File: config.mk
export PLATFORM = sky130hd
export DESIGN_NAME = tcp_client_connection_engine
export DESIGN_NICKNAME = d
export VERILOG_FILES = /design/src/tcce_pkg.sv /design/src/tcce_front.sv /design/src/tcce_queue.sv /design/src/tcce_back.sv /design/src/tcp_client_connection_engine.sv
export SDC_FILE = /design/constraint.sdc
export NUM_CORES = 1
export LEC_CHECK = 0
export BUFFER_PORTS_ARGS = -buffer_cell sky130_fd_sc_hd__buf_2
export CORE_MARGIN = 5
export CORE_UTILIZATION = 58
export CTS_BUF_LIST = sky130_fd_sc_hd__clkbuf_2 sky130_fd_sc_hd__clkbuf_4 sky130_fd_sc_hd__clkbuf_8
export DETAILED_ROUTE_END_ITERATION = 6
export GPL_TIMING_DRIVEN = 0
export PLACE_DENSITY = 0.78
export RECOVER_POWER = 100
export SLEW_MARGIN = 15
export SYNTH_ARGS = -nofsm -noshare
export SYNTH_HDL_FRONTEND = slang
export SYNTH_SLANG_ARGS = --single-unit
File: constraint.sdc
create_clock -name clk_i -period 20.6 [get_ports clk_i]
set_input_delay 4.12 -clock clk_i [delete_from_list [all_inputs] [get_ports clk_i]]
set_output_delay 4.12 -clock clk_i [all_outputs]
set_load 0.01 [all_outputs]
File: src/tcce_pkg.sv
// Shared types, codes and constants of the TCP client connection engine.
// No dependencies; every other file of the block imports this package.
package tcce_pkg;

  localparam int unsigned QueueDepth = 2;
  localparam int unsigned MaxPayload = 1004;
  localparam int unsigned HdrBytes   = 20;
  localparam int unsigned CfgIdxW    = 2;
  localparam int unsigned PlenW      = 10;

  localparam logic [15:0] ClientPortRst = 16'd49152;
  localparam logic [31:0] InitialSeqRst = 32'h1234_5678;
  localparam logic [15:0] WindowRst     = 16'd4096;
  localparam logic [15:0] TimeoutRst    = 16'd300;

  localparam logic [7:0] FlFin = 8'h01;
  localparam logic [7:0] FlSyn = 8'h02;
  localparam logic [7:0] FlPsh = 8'h08;
  localparam logic [7:0] FlAck = 8'h10;

  localparam int unsigned FinBit = 0;
  localparam int unsigned SynBit = 1;
  localparam int unsigned AckBit = 4;

  typedef enum logic [CfgIdxW-1:0] {
    CFG_CLIENT_PORT     = 2'd0,
    CFG_INITIAL_SEQ     = 2'd1,
    CFG_WINDOW_SIZE     = 2'd2,
    CFG_CONNECT_TIMEOUT = 2'd3
  } cfg_idx_e;

  typedef enum logic [2:0] {
    OP_CONNECT = 3'd0,
    OP_SEND    = 3'd1,
    OP_CLOSE   = 3'd2,
    OP_SEGMENT = 3'd3,
    OP_TICK    = 3'd4,
    OP_NONE    = 3'd5
  } op_e;

  typedef enum logic [2:0] {
    ST_OK        = 3'd0,
    ST_REFUSED   = 3'd1,
    ST_TOO_LONG  = 3'd2,
    ST_CONNECTED = 3'd3,
    ST_TIMEOUT   = 3'd4,
    ST_IGNORED   = 3'd5
  } status_e;

  typedef enum logic [4:0] {
    PH_CLOSED      = 5'b00001,
    PH_SYN_SENT    = 5'b00010,
    PH_ESTABLISHED = 5'b00100,
    PH_CLOSE_WAIT  = 5'b01000,
    PH_TIME_WAIT   = 5'b10000
  } phase_e;

  localparam logic [2:0] CodeClosed      = 3'd0;
  localparam logic [2:0] CodeSynSent     = 3'd1;
  localparam logic [2:0] CodeEstablished = 3'd2;
  localparam logic [2:0] CodeCloseWait   = 3'd3;
  localparam logic [2:0] CodeTimeWait    = 3'd4;

  typedef struct packed {
    logic [15:0] client_port;
    logic [31:0] initial_seq;
    logic [15:0] window_size;
    logic [15:0] connect_timeout;
  } tcce_cfg_t;

  // Classified item as it travels from front to back.
  typedef struct packed {
    op_e         op;
    logic [31:0] peer_ip;
    logic [15:0] peer_port;
    logic [15:0] length;
    logic        too_long;
    logic        hdr_ok;
    logic        doff_ok;
    logic        pay_nz;
    logic        fin;
    logic        syn;
    logic        ack;
    logic [31:0] ack_pay;
    logic [31:0] ack_pay1;
    logic [31:0] ack_seq1;
  } tcce_item_t;

  typedef struct packed {
    logic             emit;
    logic [7:0]       flags;
    logic [31:0]      seq;
    logic [31:0]      ack;
    logic [15:0]      src_port;
    logic [15:0]      dst_port;
    logic [31:0]      dst_ip;
    logic [15:0]      window;
    logic [PlenW-1:0] plen;
    status_e          status;
    logic [2:0]       phase;
  } tcce_result_t;

  function automatic logic [2:0] phase_code(phase_e ph);
    logic [2:0] code;
    case (ph)
      PH_CLOSED:      code = CodeClosed;
      PH_SYN_SENT:    code = CodeSynSent;
      PH_ESTABLISHED: code = CodeEstablished;
      PH_CLOSE_WAIT:  code = CodeCloseWait;
      PH_TIME_WAIT:   code = CodeTimeWait;
      default:        code = CodeClosed;
    endcase
    return code;
  endfunction

endpackage

File: src/tcce_front.sv
// Front end: accepts input beats, decodes the kind and precomputes all
// state-independent checks and sums. Depends on tcce_pkg.
module tcce_front (
  input  logic                   in_valid_i,
  output logic                   in_stall_o,
  input  logic [2:0]             kind_i,
  input  logic [31:0]            peer_ip_i,
  input  logic [15:0]            peer_port_i,
  input  logic [15:0]            seg_dst_port_i,
  input  logic [31:0]            seg_seq_i,
  input  logic [7:0]             seg_flags_i,
  input  logic [3:0]             seg_data_offset_i,
  input  logic [15:0]            length_i,
  input  logic [15:0]            client_port_i,
  input  logic                   q_full_i,
  output logic                   q_push_o,
  output tcce_pkg::tcce_item_t   q_item_o
);
  import tcce_pkg::*;

  logic [15:0] doff_bytes;
  logic [15:0] payload;
  op_e         op;

  assign doff_bytes = {10'd0, seg_data_offset_i, 2'b00};
  assign payload    = length_i - doff_bytes;

  always_comb begin
    if (kind_i inside {OP_CONNECT, OP_SEND, OP_CLOSE, OP_SEGMENT, OP_TICK}) begin
      op = op_e'(kind_i);
    end else begin
      op = OP_NONE;
    end
  end

  always_comb begin
    q_item_o.op        = op;
    q_item_o.peer_ip   = peer_ip_i;
    q_item_o.peer_port = peer_port_i;
    q_item_o.length    = length_i;
    q_item_o.too_long  = length_i > 16'(MaxPayload);
    q_item_o.hdr_ok    = (length_i >= 16'(HdrBytes)) && (seg_dst_port_i == client_port_i);
    q_item_o.doff_ok   = (doff_bytes >= 16'(HdrBytes)) && (doff_bytes <= length_i);
    q_item_o.pay_nz    = payload != 16'd0;
    q_item_o.fin       = seg_flags_i[FinBit];
    q_item_o.syn       = seg_flags_i[SynBit];
    q_item_o.ack       = seg_flags_i[AckBit];
    q_item_o.ack_pay   = seg_seq_i + {16'd0, payload};
    q_item_o.ack_pay1  = seg_seq_i + {16'd0, payload} + 32'd1;
    q_item_o.ack_seq1  = seg_seq_i + 32'd1;
  end

  // Hold the sender while the queue has no room.
  assign in_stall_o = q_full_i;
  assign q_push_o   = in_valid_i && !q_full_i;

endmodule

File: src/tcce_queue.sv
// Short register queue of classified items between front and back.
// Depends on tcce_pkg for the item type.
module tcce_queue #(
  parameter int unsigned Depth = tcce_pkg::QueueDepth
) (
  input  logic                 clk_i,
  input  logic                 rst_ni,
  input  logic                 push_i,
  input  tcce_pkg::tcce_item_t item_i,
  output logic                 full_o,
  output logic                 valid_o,
  input  logic                 pop_i,
  output tcce_pkg::tcce_item_t item_o
);
  import tcce_pkg::*;

  localparam int unsigned PtrW = (Depth > 1) ? $clog2(Depth) : 1;
  localparam int unsigned CntW = $clog2(Depth + 1);

  tcce_item_t mem_q [Depth];
  logic [PtrW-1:0] wr_ptr_q, wr_ptr_d, rd_ptr_q, rd_ptr_d;
  logic [CntW-1:0] cnt_q, cnt_d;
  logic            do_push, do_pop;

  assign full_o  = cnt_q == CntW'(Depth);
  assign valid_o = cnt_q != '0;
  assign item_o  = mem_q[rd_ptr_q];
  assign do_push = push_i && !full_o;
  assign do_pop  = pop_i && valid_o;

  always_comb begin
    wr_ptr_d = wr_ptr_q;
    rd_ptr_d = rd_ptr_q;
    cnt_d    = cnt_q;
    if (do_push) begin
      wr_ptr_d = (wr_ptr_q == PtrW'(Depth - 1)) ? '0 : wr_ptr_q + 1'b1;
    end
    if (do_pop) begin
      rd_ptr_d = (rd_ptr_q == PtrW'(Depth - 1)) ? '0 : rd_ptr_q + 1'b1;
    end
    if (do_push && !do_pop) begin
      cnt_d = cnt_q + 1'b1;
    end else if (do_pop && !do_push) begin
      cnt_d = cnt_q - 1'b1;
    end
  end

  always_ff @(posedge clk_i or negedge rst_ni) begin
    if (!rst_ni) begin
      wr_ptr_q <= '0;
      rd_ptr_q <= '0;
      cnt_q    <= '0;
    end else begin
      wr_ptr_q <= wr_ptr_d;
      rd_ptr_q <= rd_ptr_d;
      cnt_q    <= cnt_d;
    end
  end

  always_ff @(posedge clk_i) begin
    if (do_push) begin
      mem_q[wr_ptr_q] <= item_i;
    end
  end

  a_cnt_bound: assert property (@(posedge clk_i) disable iff (!rst_ni)
    cnt_q <= CntW'(Depth))
    else $error("queue count beyond depth");

  a_push_full: assert property (@(posedge clk_i) disable iff (!rst_ni)
    full_o |-> !push_i)
    else $error("push while queue full");

  a_cnt_step: assert property (@(posedge clk_i) disable iff (!rst_ni)
    (do_push && !do_pop) |=> cnt_q == $past(cnt_q) + 1'b1)
    else $error("queue count did not advance on push");

endmodule

File: src/tcce_back.sv
// Back end: owns the connection state, executes one classified item per
// cycle unless stalled, and registers its result. Depends on tcce_pkg.
module tcce_back (
  input  logic                   clk_i,
  input  logic                   rst_ni,
  input  tcce_pkg::tcce_cfg_t    cfg_i,
  input  logic                   q_valid_i,
  input  tcce_pkg::tcce_item_t   q_item_i,
  output logic                   q_pop_o,
  output logic                   out_valid_o,
  input  logic                   out_stall_i,
  output tcce_pkg::tcce_result_t result_o
);
  import tcce_pkg::*;

  phase_e       phase_q, phase_d;
  logic         active_q, active_d;
  logic [31:0]  peer_ip_q, peer_ip_d;
  logic [15:0]  peer_port_q, peer_port_d;
  logic [31:0]  send_seq_q, send_seq_d;
  logic [31:0]  recv_ack_q, recv_ack_d;
  logic [15:0]  wait_q, wait_d;
  logic         out_valid_q;
  tcce_result_t out_q, res;

  logic         seg_en;
  logic [7:0]   seg_flags;
  logic [31:0]  seg_seq;
  logic [PlenW-1:0] seg_plen;
  logic [31:0]  ack_new;
  status_e      status;

  assign q_pop_o = q_valid_i && (!out_valid_q || !out_stall_i);

  always_comb begin
    phase_d     = phase_q;
    active_d    = active_q;
    peer_ip_d   = peer_ip_q;
    peer_port_d = peer_port_q;
    send_seq_d  = send_seq_q;
    recv_ack_d  = recv_ack_q;
    wait_d      = wait_q;
    seg_en      = 1'b0;
    seg_flags   = 8'd0;
    seg_seq     = send_seq_q;
    seg_plen    = '0;
    status      = ST_IGNORED;

    // Ack after an in-window segment: payload moves it, FIN adds one.
    if (q_item_i.pay_nz) begin
      ack_new = q_item_i.fin ? q_item_i.ack_pay1 : q_item_i.ack_pay;
    end else begin
      ack_new = q_item_i.fin ? recv_ack_q + 32'd1 : recv_ack_q;
    end

    case (q_item_i.op)
      OP_CONNECT: begin
        peer_ip_d   = q_item_i.peer_ip;
        peer_port_d = q_item_i.peer_port;
        recv_ack_d  = 32'd0;
        wait_d      = 16'd0;
        phase_d     = PH_SYN_SENT;
        active_d    = 1'b1;
        seg_en      = 1'b1;
        seg_flags   = FlSyn;
        seg_seq     = cfg_i.initial_seq;
        send_seq_d  = cfg_i.initial_seq + 32'd1;
        status      = ST_OK;
      end
      OP_SEND: begin
        if (phase_q != PH_ESTABLISHED) begin
          status = ST_REFUSED;
        end else begin
          if (q_item_i.too_long) begin
            status = ST_TOO_LONG;
          end else begin
            seg_en    = 1'b1;
            seg_flags = FlPsh | FlAck;
            seg_plen  = q_item_i.length[PlenW-1:0];
            status    = ST_OK;
          end
          // Sequence advances even when the data is dropped.
          send_seq_d = send_seq_q + {16'd0, q_item_i.length};
        end
      end
      OP_CLOSE: begin
        if (phase_q == PH_ESTABLISHED) begin
          seg_en     = 1'b1;
          seg_flags  = FlFin | FlAck;
          send_seq_d = send_seq_q + 32'd1;
          phase_d    = PH_CLOSE_WAIT;
          status     = ST_OK;
        end
        active_d = 1'b0;
      end
      OP_SEGMENT: begin
        if (q_item_i.hdr_ok && active_q && (q_item_i.peer_ip == peer_ip_q)) begin
          if (phase_q == PH_SYN_SENT) begin
            if (q_item_i.syn && q_item_i.ack) begin
              recv_ack_d = q_item_i.ack_seq1;
              seg_en     = 1'b1;
              seg_flags  = FlAck;
              phase_d    = PH_ESTABLISHED;
              status     = ST_CONNECTED;
            end
          end else if (phase_q == PH_ESTABLISHED && q_item_i.doff_ok) begin
            recv_ack_d = ack_new;
            status     = ST_OK;
            if (q_item_i.fin) begin
              seg_en    = 1'b1;
              seg_flags = FlFin | FlAck;
              phase_d   = PH_TIME_WAIT;
            end else if (q_item_i.ack) begin
              seg_en    = 1'b1;
              seg_flags = FlAck;
            end
          end
        end
      end
      OP_TICK: begin
        if (phase_q == PH_SYN_SENT) begin
          wait_d = wait_q + 16'd1;
          if (wait_d >= cfg_i.connect_timeout) begin
            phase_d  = PH_CLOSED;
            active_d = 1'b0;
            status   = ST_TIMEOUT;
          end else begin
            status = ST_OK;
          end
        end
      end
      default: begin
        status = ST_IGNORED;
      end
    endcase
  end

  always_comb begin
    res        = '0;
    res.status = status;
    res.phase  = phase_code(phase_d);
    if (seg_en) begin
      res.emit     = 1'b1;
      res.flags    = seg_flags;
      res.seq      = seg_seq;
      res.ack      = seg_flags[AckBit] ? recv_ack_d : 32'd0;
      res.src_port = cfg_i.client_port;
      res.dst_port = peer_port_d;
      res.dst_ip   = peer_ip_d;
      res.window   = cfg_i.window_size;
      res.plen     = seg_plen;
    end
  end

  always_ff @(posedge clk_i or negedge rst_ni) begin
    if (!rst_ni) begin
      phase_q     <= PH_CLOSED;
      active_q    <= 1'b0;
      peer_ip_q   <= '0;
      peer_port_q <= '0;
      send_seq_q  <= '0;
      recv_ack_q  <= '0;
      wait_q      <= '0;
      out_valid_q <= 1'b0;
    end else begin
      if (q_pop_o) begin
        phase_q     <= phase_d;
        active_q    <= active_d;
        peer_ip_q   <= peer_ip_d;
        peer_port_q <= peer_port_d;
        send_seq_q  <= send_seq_d;
        recv_ack_q  <= recv_ack_d;
        wait_q      <= wait_d;
        out_valid_q <= 1'b1;
      end else if (!out_stall_i) begin
        out_valid_q <= 1'b0;
      end
    end
  end

  always_ff @(posedge clk_i) begin
    if (q_pop_o) begin
      out_q <= res;
    end
  end

  assign out_valid_o = out_valid_q;
  assign result_o    = out_q;

  a_phase_onehot: assert property (@(posedge clk_i) disable iff (!rst_ni)
    $onehot(phase_q))
    else $error("phase register not one-hot");

  a_no_emit_zero: assert property (@(posedge clk_i) disable iff (!rst_ni)
    (out_valid_q && !out_q.emit) |-> (out_q.seq == 32'd0 && out_q.ack == 32'd0 &&
                                      out_q.flags == 8'd0 && out_q.plen == '0))
    else $error("segment fields set without emit");

  a_timeout_closed: assert property (@(posedge clk_i) disable iff (!rst_ni)
    (out_valid_q && out_q.status == ST_TIMEOUT) |-> out_q.phase == CodeClosed)
    else $error("timeout result not in closed phase");

  a_connect_opens: assert property (@(posedge clk_i) disable iff (!rst_ni)
    (q_pop_o && q_item_i.op == OP_CONNECT) |=> (phase_q == PH_SYN_SENT && active_q))
    else $error("connect did not enter syn sent");

endmodule

File: src/tcp_client_connection_engine.sv
// Top level of the TCP client connection engine: configuration registers,
// front classifier, item queue and back executor. Depends on tcce_pkg.
//
//   channel | direction | handshake              | payload
//   in      | input     | in_valid_i / in_stall_o   | kind .. length
//   out     | output    | out_valid_o / out_stall_i | emit .. conn_phase
//   cfg     | input     | cfg_valid_i / cfg_ready_o | cfg_index_i, cfg_data_i
//
// One result per input beat; an accepted item passes through the queue
// into the output register. A new item is accepted every cycle while the queue
// has room. Throughput is set by the back end: one item a cycle when not stalled.
// The queue (QueueDepth entries) lets input beats land while the output stalls.
// Reset clears the connection state and loads the configuration defaults.
module tcp_client_connection_engine #(
  parameter int unsigned QueueDepth = tcce_pkg::QueueDepth
) (
  input  logic                         clk_i,
  input  logic                         rst_ni,
  input  logic                         cfg_valid_i,
  output logic                         cfg_ready_o,
  input  logic [tcce_pkg::CfgIdxW-1:0] cfg_index_i,
  input  logic [31:0]                  cfg_data_i,
  input  logic                         in_valid_i,
  output logic                         in_stall_o,
  input  logic [2:0]                   kind_i,
  input  logic [31:0]                  peer_ip_i,
  input  logic [15:0]                  peer_port_i,
  input  logic [15:0]                  seg_dst_port_i,
  input  logic [31:0]                  seg_seq_i,
  input  logic [7:0]                   seg_flags_i,
  input  logic [3:0]                   seg_data_offset_i,
  input  logic [15:0]                  length_i,
  output logic                         out_valid_o,
  input  logic                         out_stall_i,
  output logic                         emit_o,
  output logic [7:0]                   out_flags_o,
  output logic [31:0]                  out_seq_o,
  output logic [31:0]                  out_ack_o,
  output logic [15:0]                  out_src_port_o,
  output logic [15:0]                  out_dst_port_o,
  output logic [31:0]                  out_dst_ip_o,
  output logic [15:0]                  out_window_o,
  output logic [tcce_pkg::PlenW-1:0]   out_payload_length_o,
  output logic [2:0]                   status_o,
  output logic [2:0]                   conn_phase_o
);
  import tcce_pkg::*;

  tcce_cfg_t    cfg_q;
  tcce_item_t   push_item, head_item;
  tcce_result_t result;
  logic         q_full, q_push, q_valid, q_pop;

  assign cfg_ready_o = 1'b1;

  always_ff @(posedge clk_i or negedge rst_ni) begin
    if (!rst_ni) begin
      cfg_q.client_port     <= ClientPortRst;
      cfg_q.initial_seq     <= InitialSeqRst;
      cfg_q.window_size     <= WindowRst;
      cfg_q.connect_timeout <= TimeoutRst;
    end else if (cfg_valid_i && cfg_ready_o) begin
      case (cfg_idx_e'(cfg_index_i))
        CFG_CLIENT_PORT:     cfg_q.client_port     <= cfg_data_i[15:0];
        CFG_INITIAL_SEQ:     cfg_q.initial_seq     <= cfg_data_i;
        CFG_WINDOW_SIZE:     cfg_q.window_size     <= cfg_data_i[15:0];
        CFG_CONNECT_TIMEOUT: cfg_q.connect_timeout <= cfg_data_i[15:0];
        default: begin
        end
      endcase
    end
  end

  tcce_front u_front (
    .in_valid_i        (in_valid_i),
    .in_stall_o        (in_stall_o),
    .kind_i            (kind_i),
    .peer_ip_i         (peer_ip_i),
    .peer_port_i       (peer_port_i),
    .seg_dst_port_i    (seg_dst_port_i),
    .seg_seq_i         (seg_seq_i),
    .seg_flags_i       (seg_flags_i),
    .seg_data_offset_i (seg_data_offset_i),
    .length_i          (length_i),
    .client_port_i     (cfg_q.client_port),
    .q_full_i          (q_full),
    .q_push_o          (q_push),
    .q_item_o          (push_item)
  );

  tcce_queue #(
    .Depth (QueueDepth)
  ) u_queue (
    .clk_i   (clk_i),
    .rst_ni  (rst_ni),
    .push_i  (q_push),
    .item_i  (push_item),
    .full_o  (q_full),
    .valid_o (q_valid),
    .pop_i   (q_pop),
    .item_o  (head_item)
  );

  tcce_back u_back (
    .clk_i       (clk_i),
    .rst_ni      (rst_ni),
    .cfg_i       (cfg_q),
    .q_valid_i   (q_valid),
    .q_item_i    (head_item),
    .q_pop_o     (q_pop),
    .out_valid_o (out_valid_o),
    .out_stall_i (out_stall_i),
    .result_o    (result)
  );

  assign emit_o               = result.emit;
  assign out_flags_o          = result.flags;
  assign out_seq_o            = result.seq;
  assign out_ack_o            = result.ack;
  assign out_src_port_o       = result.src_port;
  assign out_dst_port_o       = result.dst_port;
  assign out_dst_ip_o         = result.dst_ip;
  assign out_window_o         = result.window;
  assign out_payload_length_o = result.plen;
  assign status_o             = result.status;
  assign conn_phase_o         = result.phase;

endmodule

==> out/results.txt, run 1 <==
The run finished, with violations left. The final reports fail on max-capacitance violations, max-slew violations. Entering global routing, the biggest net connects 89 pins. For the finished layout, the period the worst path requires is 10.53 ns. After clock tree synthesis, the clock-pin slew on the worst setup and hold paths is 0.06 ns. TritonCTS built the clock tree. Input and output buffers added on the ports amount to 322. The tools report the number of pins with negative max-slew slack in the final report as 647.

Based on the critical path, the design can be clocked at up to 94.99 MHz. The tool flagged a number of max-cap violations equal to 15. The weighted congestion reported at the end of routability-driven placement is 0.9477, and the number of synthesized flops with an enable pin is 505. The first detailed-routing pass ran for 5 iterations. The final setup skew is 0.04475 ns, and the count of yosys warnings during synthesis is 0. The power per unit of standard cell area was 135.2 nW/um^2; the area fraction of the dominant cell type after synthesis was 42.57%. The run gives 15.18 nW as the static leakage. The number of library cell types mapped by synthesis was 91; the global-route wire length before repair was 164600 um.

The final layout contains routed wiring with a total length of 109200 um. The clock passes through at most 3 buffers. The number of antenna violations at the first check in global routing is 7, and the worst endpoint data arrival time is 10.98 ns.

For the via count of the first global-routing pass, the log shows 27250. The share of the cycle needed by the critical path after routing came out at 51.11%. In this run the clock root is driven by a sky130_fd_sc_hd__clkbuf_8. Setup repair after global routing left no endpoint under its margin.

The number of nets with antenna violations after routing came out at 0. The endpoint type of the worst setup path was a flip-flop. The classification of the worst-slack hold path is flip-flop to flip-flop. The depth of the CTS H-tree came out at 3.

VDD sags by at most 68.15 uV. The commonest cells after synthesis are sky130_fd_sc_hd__edfxtp_1 (505), sky130_fd_sc_hd__nand2_1 (334), sky130_fd_sc_hd__o21ai_0 (242), sky130_fd_sc_hd__dfrtp_1 (198), sky130_fd_sc_hd__nor2_1 (166). After legalization and detailed placement, the total HPWL measured 80820 um. Buffers added to address setup during post-CTS repair amount to 0. The area added between synthesis and finish was 13.44%; the die outline area was 66470 sq um. STA puts the critical path data required time at 21.06 ns. The hold violation count in the final report was 0. The worst setup path is of the input port to flip-flop kind. The synthesized netlist occupies a cell area of 35620 sq um.

After synthesis, the cell types taking the most area are sky130_fd_sc_hd__edfxtp_1 (43%), sky130_fd_sc_hd__dfrtp_1 (14%), sky130_fd_sc_hd__mux2_2 (3.8%). Along the worst path, the maximum fanout reaches 7. Fraction of registers with async set or reset after synthesis: 30.25%. In this run the count of I/O pins placed on the die edge is 338. A synthesized cell averages 11.62 sq um. For the total power, the log shows 5.462 mW. The number of design rule violations left after detail routing was 0; the proportion of layout cells with a drive suffix above 1 was 12.88%.

In the final layout, the multi-input gates occupy 13950 sq um. The synthesized design contains 724 register bits. Setup violations remaining at the end of the flow were counted as 0. The worst setup path is launched from an input port. In the final routed layout, each cell accounts on average for 24.80 um. The tree built by TritonCTS fans out to 724 sinks.

Registers take 20670 sq um. The final layout contains 3747 nets. Actual slew at the worst max-slew pin: 4.925 ns. The tools report the hold buffer count at cts as 0. Once the clock tree was built, the resizer swapped 0 gates to a different size. The average vias per placed instance works out to 6.241.

After floorplanning, the core was divided into 90 placement rows. After technology mapping, the gate count stands at 3065. The overall die height came out at 257.8 um. Headroom to the max-slew limit came out at -228.3%. At the later pin of the worst-skew pair, clock insertion delay measures 0.75 ns. Global routing used 31.92% of the available tracks across all layers. Dominant cell by count in the synthesized netlist: sky130_fd_sc_hd__edfxtp_1.

The routed layout has 27490 vias. After the first detailed-routing iteration, the DRC count stood at 3026. The final sum of negative setup slack is 0 ns, and the core footprint is 60580 sq um.

The run gives 0 as the residual overflow from global routing. For this run, the leading register cell type out of synthesis is sky130_fd_sc_hd__edfxtp_1. The initial standard-cell utilization of the core is 58.80%. Summed over all instances, the cell type with the most area after synthesis is sky130_fd_sc_hd__edfxtp_1. The die boundary width was 257.8 um.

The number of buffers created by CTS is 113, and the total of fill cells in the finished design is 4625. The sequential share of the synthesized area came out at 58.03%.
==> power breakdown <==
group | internal (mW) | total, mW | switching, mW
Clock | 0.741 | 1.33 | 0.593
Sequential | 2.08 | 2.29 | 0.213
Combinational | 0.576 | 1.84 | 1.26
Total | 3.39 | 5.46 | 2.07
==> area by class of cell <==
cell class,instances,area share (%)
Clock inverter,44,1.096
Clock buffer,170,5.218
Inverter,52,0.4831
Antenna cell,4,0.02477
Buffer,168,1.650
Sequential cell,724,51.16
Multi-Input combinational cell,2124,34.54
Tap cell,782,2.421
Timing Repair Buffer,337,3.412
==> layout by cell type (no fill, tap or decap), types with 99 or more instances in the layout <==
master                     count
sky130_fd_sc_hd__xnor2_1     118
sky130_fd_sc_hd__nand2_1     334
sky130_fd_sc_hd__edfxtp_1    505
sky130_fd_sc_hd__a21oi_1     155
sky130_fd_sc_hd__buf_2        99
sky130_fd_sc_hd__mux2i_1     133
sky130_fd_sc_hd__mux2_2      114
sky130_fd_sc_hd__clkbuf_1    390
sky130_fd_sc_hd__clkbuf_8    133
sky130_fd_sc_hd__xor2_1       99
sky130_fd_sc_hd__nor2_1      167
sky130_fd_sc_hd__dfrtp_1     198
sky130_fd_sc_hd__nand3_1      99
sky130_fd_sc_hd__o21ai_0     246
==> stage by stage <==
stage	instance area, sq um	cells	utilization, %	hold WS (ns)	worst slack, ns
floorplan	35630	3068	-	0.4463	8.636
global placement	38220	4172	63.09	0.4608	4.702
detailed placement	38630	4187	63.76	0.4681	10.67
CTS	41180	4401	67.97	0.4740	11.45
global route	40410	4405	66.70	0.4988	8.804
finish	40410	4405	66.70	0.4759	10.07
==> flip-flops by register name, summed over array words and instances, names as in the netlist <==
| register | count |
|---|---|
| u_back.result_o | 165 |
| u_back.phase_q | 5 |
| u_back.wait_q | 16 |
| u_back.peer_ip_q | 32 |
| u_back.send_seq_q | 32 |
| u_back.active_q | 1 |
| u_back.out_valid_o | 1 |
| u_queue.cnt_q | 2 |
| cfg_q | 80 |
| u_queue.wr_ptr_q | 1 |
| u_queue.rd_ptr_q | 1 |
| u_back.recv_ack_q | 32 |
| u_queue.mem_q | 340 |
| u_back.peer_port_q | 16 |
==> kinds of logic after synthesis <==
family	Yosys count	synth area share [%]
DFF	724	58.03
muxes	255	7.608
xor gates and xnor gates	217	5.336
and+or+nand+nor	909	12.37
AOI/OAI and AO/OA	676	11.80
buffers and inverters	220	2.606
other	2	0.02108
adders and majority gates	62	2.234
==> worst max-delay path, cell delays in order <==
cell,delay (ns)
sky130_fd_sc_hd__clkbuf_1,0.30
sky130_fd_sc_hd__ha_1,0.32
sky130_fd_sc_hd__a21o_1,0.16
sky130_fd_sc_hd__a21o_1,0.19
sky130_fd_sc_hd__a21o_1,0.20
sky130_fd_sc_hd__nor2_1,0.12
sky130_fd_sc_hd__xor2_1,0.22
sky130_fd_sc_hd__ha_1,0.35
sky130_fd_sc_hd__a2111o_1,0.40
sky130_fd_sc_hd__a21oi_1,0.44
sky130_fd_sc_hd__nor2_1,0.09
sky130_fd_sc_hd__o311ai_0,1.62
sky130_fd_sc_hd__nand4_2,0.35
sky130_fd_sc_hd__nor4_1,1.02
sky130_fd_sc_hd__nand4_1,0.43
sky130_fd_sc_hd__nor4b_1,0.49
sky130_fd_sc_hd__xor2_1,0.14
==> path summary, 6_finish.rpt <==
path | depth (start not counted) | end | startpoint | slack [ns]
setup / recovery | 17 | u_queue.mem_q[0][60] | length_i[3] | 10.07
hold / removal | 2 | u_back.phase_q[0] | u_back.phase_q[0] | 0.48
setup reg to reg | 18 | u_back.send_seq_q[25] | u_queue.rd_ptr_q | 11.40
hold reg to reg | 2 | u_back.phase_q[0] | u_back.phase_q[0] | 0.48
max in group asynchronous | 2 | u_back.send_seq_q[7] | rst_ni | 10.11
min in group asynchronous | 1 | cfg_q[66] | rst_ni | 4.48
==> per-layer routing <==
layer  GRT usage [%]  share of wire, %  vias to the layer above  wire (um)
met3           5.989               8.8                      237       9570
met5               0             0.012                        -         13
met1           43.56                40                    13580      43910
li1                -                 -                    12260          -
met2           52.04                48                     1422      52040
met4           11.24               3.4                        2       3691
Power figures use the tool's default switching activity.
==> run 2: changes to the inputs <==
--- a/config.mk
+++ b/config.mk
@@ -7,11 +7,11 @@
 export LEC_CHECK = 0
 export BUFFER_PORTS_ARGS = -buffer_cell sky130_fd_sc_hd__buf_2
 export CORE_MARGIN = 5
-export CORE_UTILIZATION = 58
+export CORE_UTILIZATION = 56
 export CTS_BUF_LIST = sky130_fd_sc_hd__clkbuf_2 sky130_fd_sc_hd__clkbuf_4 sky130_fd_sc_hd__clkbuf_8
 export DETAILED_ROUTE_END_ITERATION = 6
 export GPL_TIMING_DRIVEN = 0
-export PLACE_DENSITY = 0.78
+export PLACE_DENSITY = 0.79
 export RECOVER_POWER = 100
 export SLEW_MARGIN = 15
 export SYNTH_ARGS = -nofsm -noshare
==> constraint.sdc (replaced) <==
create_clock -name clk_i -period 9.1 [get_ports clk_i]
set_input_delay 1.82 -clock clk_i [delete_from_list [all_inputs] [get_ports clk_i]]
set_output_delay 1.82 -clock clk_i [all_outputs]
set_load 0.01 [all_outputs]
==> run 2 against run 1 <==
  * The flow finishes with violations (design-rule violations, max-capacitance violations, max-slew violations)
  * Non-clock buffer count stayed put
  * Via count is 1.4% lower
  * Hold slack hardly changed
  * Clock power grew 120%
  * Worst setup slack worse by 8.9 ns
  * Register-to-register slack got worse by 10 ns
  * Combinational power increased by 120%
  * First-iteration DRC count decreased by 2.9%
  * Final cell count increased by 1.5%
  * Sequential share of layout area is 0.24 points lower
  * Core utilization is 2.3 points lower
==> out/results.txt, run 2 (synthesis results as in run 1) <==
The flow ran to the end, but the final reports show violations. Violations in the final reports: design-rule violations, max-capacitance violations, max-slew violations (was max-capacitance violations, max-slew violations). The number of design rule violations left after detail routing is 1 (was 0), and the overall die height is 262.2 um (was 257.8 um). The depth of the worst hold-timing path came out at 2 (unchanged). The initial standard-cell utilization of the core was 56.47% (was 58.80%); the number of vias in the routed layout was 27110 (was 27490). The clock tree buffer depth was 3 (unchanged); the actual slew at the worst max-slew pin was 4.250 ns (was 4.925 ns). Sequence of cells on the critical path: buf_6 > clkbuf_1 > clkbuf_1 > nor3b_1 > o21ai_0 > clkbuf_1 > buf_2 > buf_2 > buf_2 > clkbuf_1 > nand2_1 > o21ai_0 > ha_1 > clkbuf_1 > and3_1 > clkbuf_1 > and2_1 > buf_2 > nand3_1 > xnor2_1 > a221oi_1 > a21oi_1 (was clkbuf_1 > ha_1 > a21o_1 > a21o_1 > a21o_1 > nor2_1 > xor2_1 > ha_1 > a2111o_1 > a21oi_1 > nor2_1 > o311ai_0 > nand4_2 > nor4_1 > nand4_1 > nor4b_1 > xor2_1). The reg-to-reg endpoint was u_back.send_seq_q[24] (was u_back.send_seq_q[25]).

Critical register-to-register path startpoint: u_queue.rd_ptr_q (unchanged). The nature of the critical path startpoint was a flip-flop (was an input port). The logs give 9.68 ns (was 21.06 ns) for the data required time of the critical path and 24.3% (was 24.4%) for the clock network power share. The logs give 4.576 mW (was 2.068 mW) for the net switching power of the design and 0 (unchanged) for the residual overflow from global routing. The tools report the die outline area as 68750 sq um (was 66470 sq um). The cell repeated most along the worst path was sky130_fd_sc_hd__clkbuf_1 (was sky130_fd_sc_hd__a21o_1). The run gives 0 (unchanged) as the hold violation count in the final report.

The logs give 450 (was 647) for the number of pins with negative max-slew slack in the final report and 1.16 ns (was 11.40 ns) for the worst reg-to-reg setup slack. For the weighted congestion reported at the end of routability-driven placement, the log shows 0.9743 (was 0.9477). The maximum fanout along the worst path was 10 (was 7). The register ranked first by flip-flop count was u_queue.mem_q (unchanged).

Final sum of negative setup slack: 0 ns (unchanged). The run gives 3746 (was 3747) as the net count reported at finish. The count of buffer and inverter cells on the critical path came out at 11 (was 1). Power per unit of standard cell area: 301.9 nW/um^2 (was 135.2 nW/um^2). The number of flip-flops under the largest register name works out to 340 (unchanged).

Classification of the worst-slack hold path: flip-flop to flip-flop (unchanged). The tools report the relative slew slack as -183.3% (was -228.3%). Most frequent cells in the layout: sky130_fd_sc_hd__edfxtp_1 (505), sky130_fd_sc_hd__clkbuf_1 (373), sky130_fd_sc_hd__nand2_1 (334) (was sky130_fd_sc_hd__edfxtp_1 (505), sky130_fd_sc_hd__clkbuf_1 (390), sky130_fd_sc_hd__nand2_1 (334)). The peak supply drop was 141.8 uV (was 68.15 uV). Total half-perimeter wirelength after legalization and detailed placement: 76600 um (was 80820 um).

Slowest library cell on the worst path: sky130_fd_sc_hd__o21ai_0 (was sky130_fd_sc_hd__o311ai_0). The tools report the post-detailed-routing wire length as 104700 um (was 109200 um). After layout, the minimum clock period comes to 7.941 ns. The number of violations of the max-capacitance limit is 14 (was 15).

The cell family contributing the most delay on the critical path was buffers and inverters (was compound AO/OA/AOI/OAI gates). The count of standard-cell rows is 92 (was 90), and the hold buffer count at cts is 0 (unchanged). The switching share of power works out to 37.33% (was 37.87%).

The number of nets with antenna violations after routing is 0 (unchanged). The tools report the detailed-routing iteration count for the pre-antenna-repair pass as 7 (was 5). The tools report the proportion of power drawn by flip-flops and latches as 42.1% (was 41.9%). The tools report the number of antenna violations at the first check in global routing as 15 (was 7). The most common cell after layout, fill and taps aside was sky130_fd_sc_hd__edfxtp_1 (unchanged).

Category of the most critical setup path: flip-flop to flip-flop (was input port to flip-flop). For the number of post-CTS setup repair buffers, the log shows 0 (unchanged). The via count of the first global-routing pass is 26750 (was 27250). The proportion of layout cells with a drive suffix above 1 works out to 12.98% (was 12.88%). Startpoint of the tightest hold check path: u_back.phase_q[0] (unchanged).

The count of cells resized by post-cts repair was 0 (unchanged). The depth of the CTS H-tree is 3 (unchanged), and the count of pins on the block boundary is 338 (unchanged). Worst hold slack: 0.4757 ns (was 0.4759 ns).

The later-pin clock latency in the skew report was 0.74 ns (was 0.75 ns). The terminating pin of the worst hold path is u_back.phase_q[0] (unchanged). TritonCTS built the clock tree. The total of fill cells in the finished design was 4998 (was 4625). Count of buffers inserted at the top-level ports: 322 (unchanged). Final routed wire length divided by cell count: 23.42 um (was 24.80 um).

The largest stage delay on the critical path was 1.13 ns (was 1.62 ns); the number of buffers created by CTS was 112 (was 113). The iteration-0 DRC count of the detailed router was 2937 (was 3026). Cell at the root of the clock tree: sky130_fd_sc_hd__clkbuf_8 (unchanged). The internal power was 7.682 mW (was 3.393 mW); the global-route wire length before repair was 158700 um (was 164600 um). The die boundary width came out at 262.2 um (was 257.8 um).

Setup repair after global routing left no endpoint under its margin. The worst endpoint data arrival time was 8.52 ns (was 10.98 ns); the CTS clock-pin slew for the worst setup and hold paths was 0.06 ns (about the same). The highest attainable clock frequency is 125.9 MHz, and the static leakage is 15.25 nW (was 15.18 nW). The combinational power share is 33.6% (was 33.7%), and the core footprint is 63080 sq um (was 60580 sq um). The clock sink total came out at 724 (unchanged). The average vias per placed instance is 6.061 (was 6.241).

The final setup skew is 0.03799 ns (was 0.04475 ns), and the total routing usage reported by global routing is 29.41% (was 31.92%). The endpoint type of the worst setup path was a flip-flop (unchanged). The area added between synthesis and finish was 13.98% (was 13.44%). The logic depth of the worst register-to-register path is 22 (was 18), and the share of the cycle needed by the critical path after routing is 87.26%. The run gives 84 (was 89) as the maximum number of pins on one net before global-route repair.

The tools report the count of endpoints failing setup in the final report as 0 (unchanged).
run 2: cell count changes in the layout (fill, tap and decap cells not counted), sizes merged:
cell,change
clkbuf,-39
buf,+17
clkinv,+17
diode,+10
bufinv,+5
inv,-4
clkinvlp,-3
run 2: power groups by stage:
stage               Combinational [mW]  Sequential, mW  Clock (mW)
floorplan                         2.54            5.29           0
global placement                  4.03            5.33           0
detailed placement                4.22            5.16           0
CTS                               4.25            5.10        3.01
global route                      4.45            5.24        3.16
finish                            4.12            5.16        2.97
run 2: per-layer routing:
layer  GRT usage (%)  routed length (um)  share of wire, %
met1           38.65               40770                39
met5               0                  55             0.053
met3           7.618               10300               9.8
met2           47.15               49250                47
met4           11.97                4364               4.2
run 2: cell type report:
cell class / instances / area, sq um / area share, %
flip-flops and latches: 724 / 20670 / 50.92
inverters: 52 / 195.2 / 0.4808
well taps: 846 / 1059 / 2.607
clock buffers: 148 / 1868 / 4.601
plain buffers: 168 / 686.9 / 1.692
repair buffers: 337 / 1498 / 3.689
multi-input cells: 2124 / 13980 / 34.44
diodes: 14 / 35.03 / 0.08629
clock inverters: 59 / 603.1 / 1.485
run 2: how the worst max path moves through the flow:
| stage | start | endpoint | slack (ns) | cells past startpoint |
|---|---|---|---|---|
| floorplan | out_stall_i | u_back.recv_ack_q[0] | 1.38 | 7 |
| global placement | out_stall_i | u_back.active_q | -1.68 | 8 |
| global route | u_queue.rd_ptr_q | u_back.send_seq_q[24] | 1.00 | 22 |
| CTS | seg_data_offset_i[1] | u_queue.mem_q[1][63] | 2.34 | 20 |
| detailed placement | seg_data_offset_i[1] | u_queue.mem_q[0][63] | 1.67 | 20 |
| finish | u_queue.rd_ptr_q | u_back.send_seq_q[24] | 1.16 | 22 |
run 2: per-stage QoR:
| stage | worst slack [ns] | power (mW) | area [sq um] | instances | utilization, % |
|---|---|---|---|---|---|
| final | 1.159 | 12.26 | 40600 | 4472 | 64.36 |
| after global routing | 1.002 | 12.86 | 40580 | 4464 | 64.33 |
| after global placement | -1.680 | 9.368 | 38300 | 4236 | 60.72 |
| after CTS | 2.343 | 12.36 | 41170 | 4458 | 65.26 |
| after floorplan | 1.384 | 7.826 | 35630 | 3068 | - |
| after detailed placement | 1.671 | 9.376 | 38700 | 4251 | 61.34 |
run 2: worst register-to-register path: cells and delay by family, from the launching register on:
kind | cells | cell delay, ns
buffers and inverters | 11 | 4.60
AO/OA/AOI/OAI | 4 | 1.75
AND/OR/NAND/NOR | 5 | 0.77
flip-flops | 1 | 0.35
adder cells (fa/ha/maj) | 1 | 0.17
XOR/XNOR | 1 | 0.16
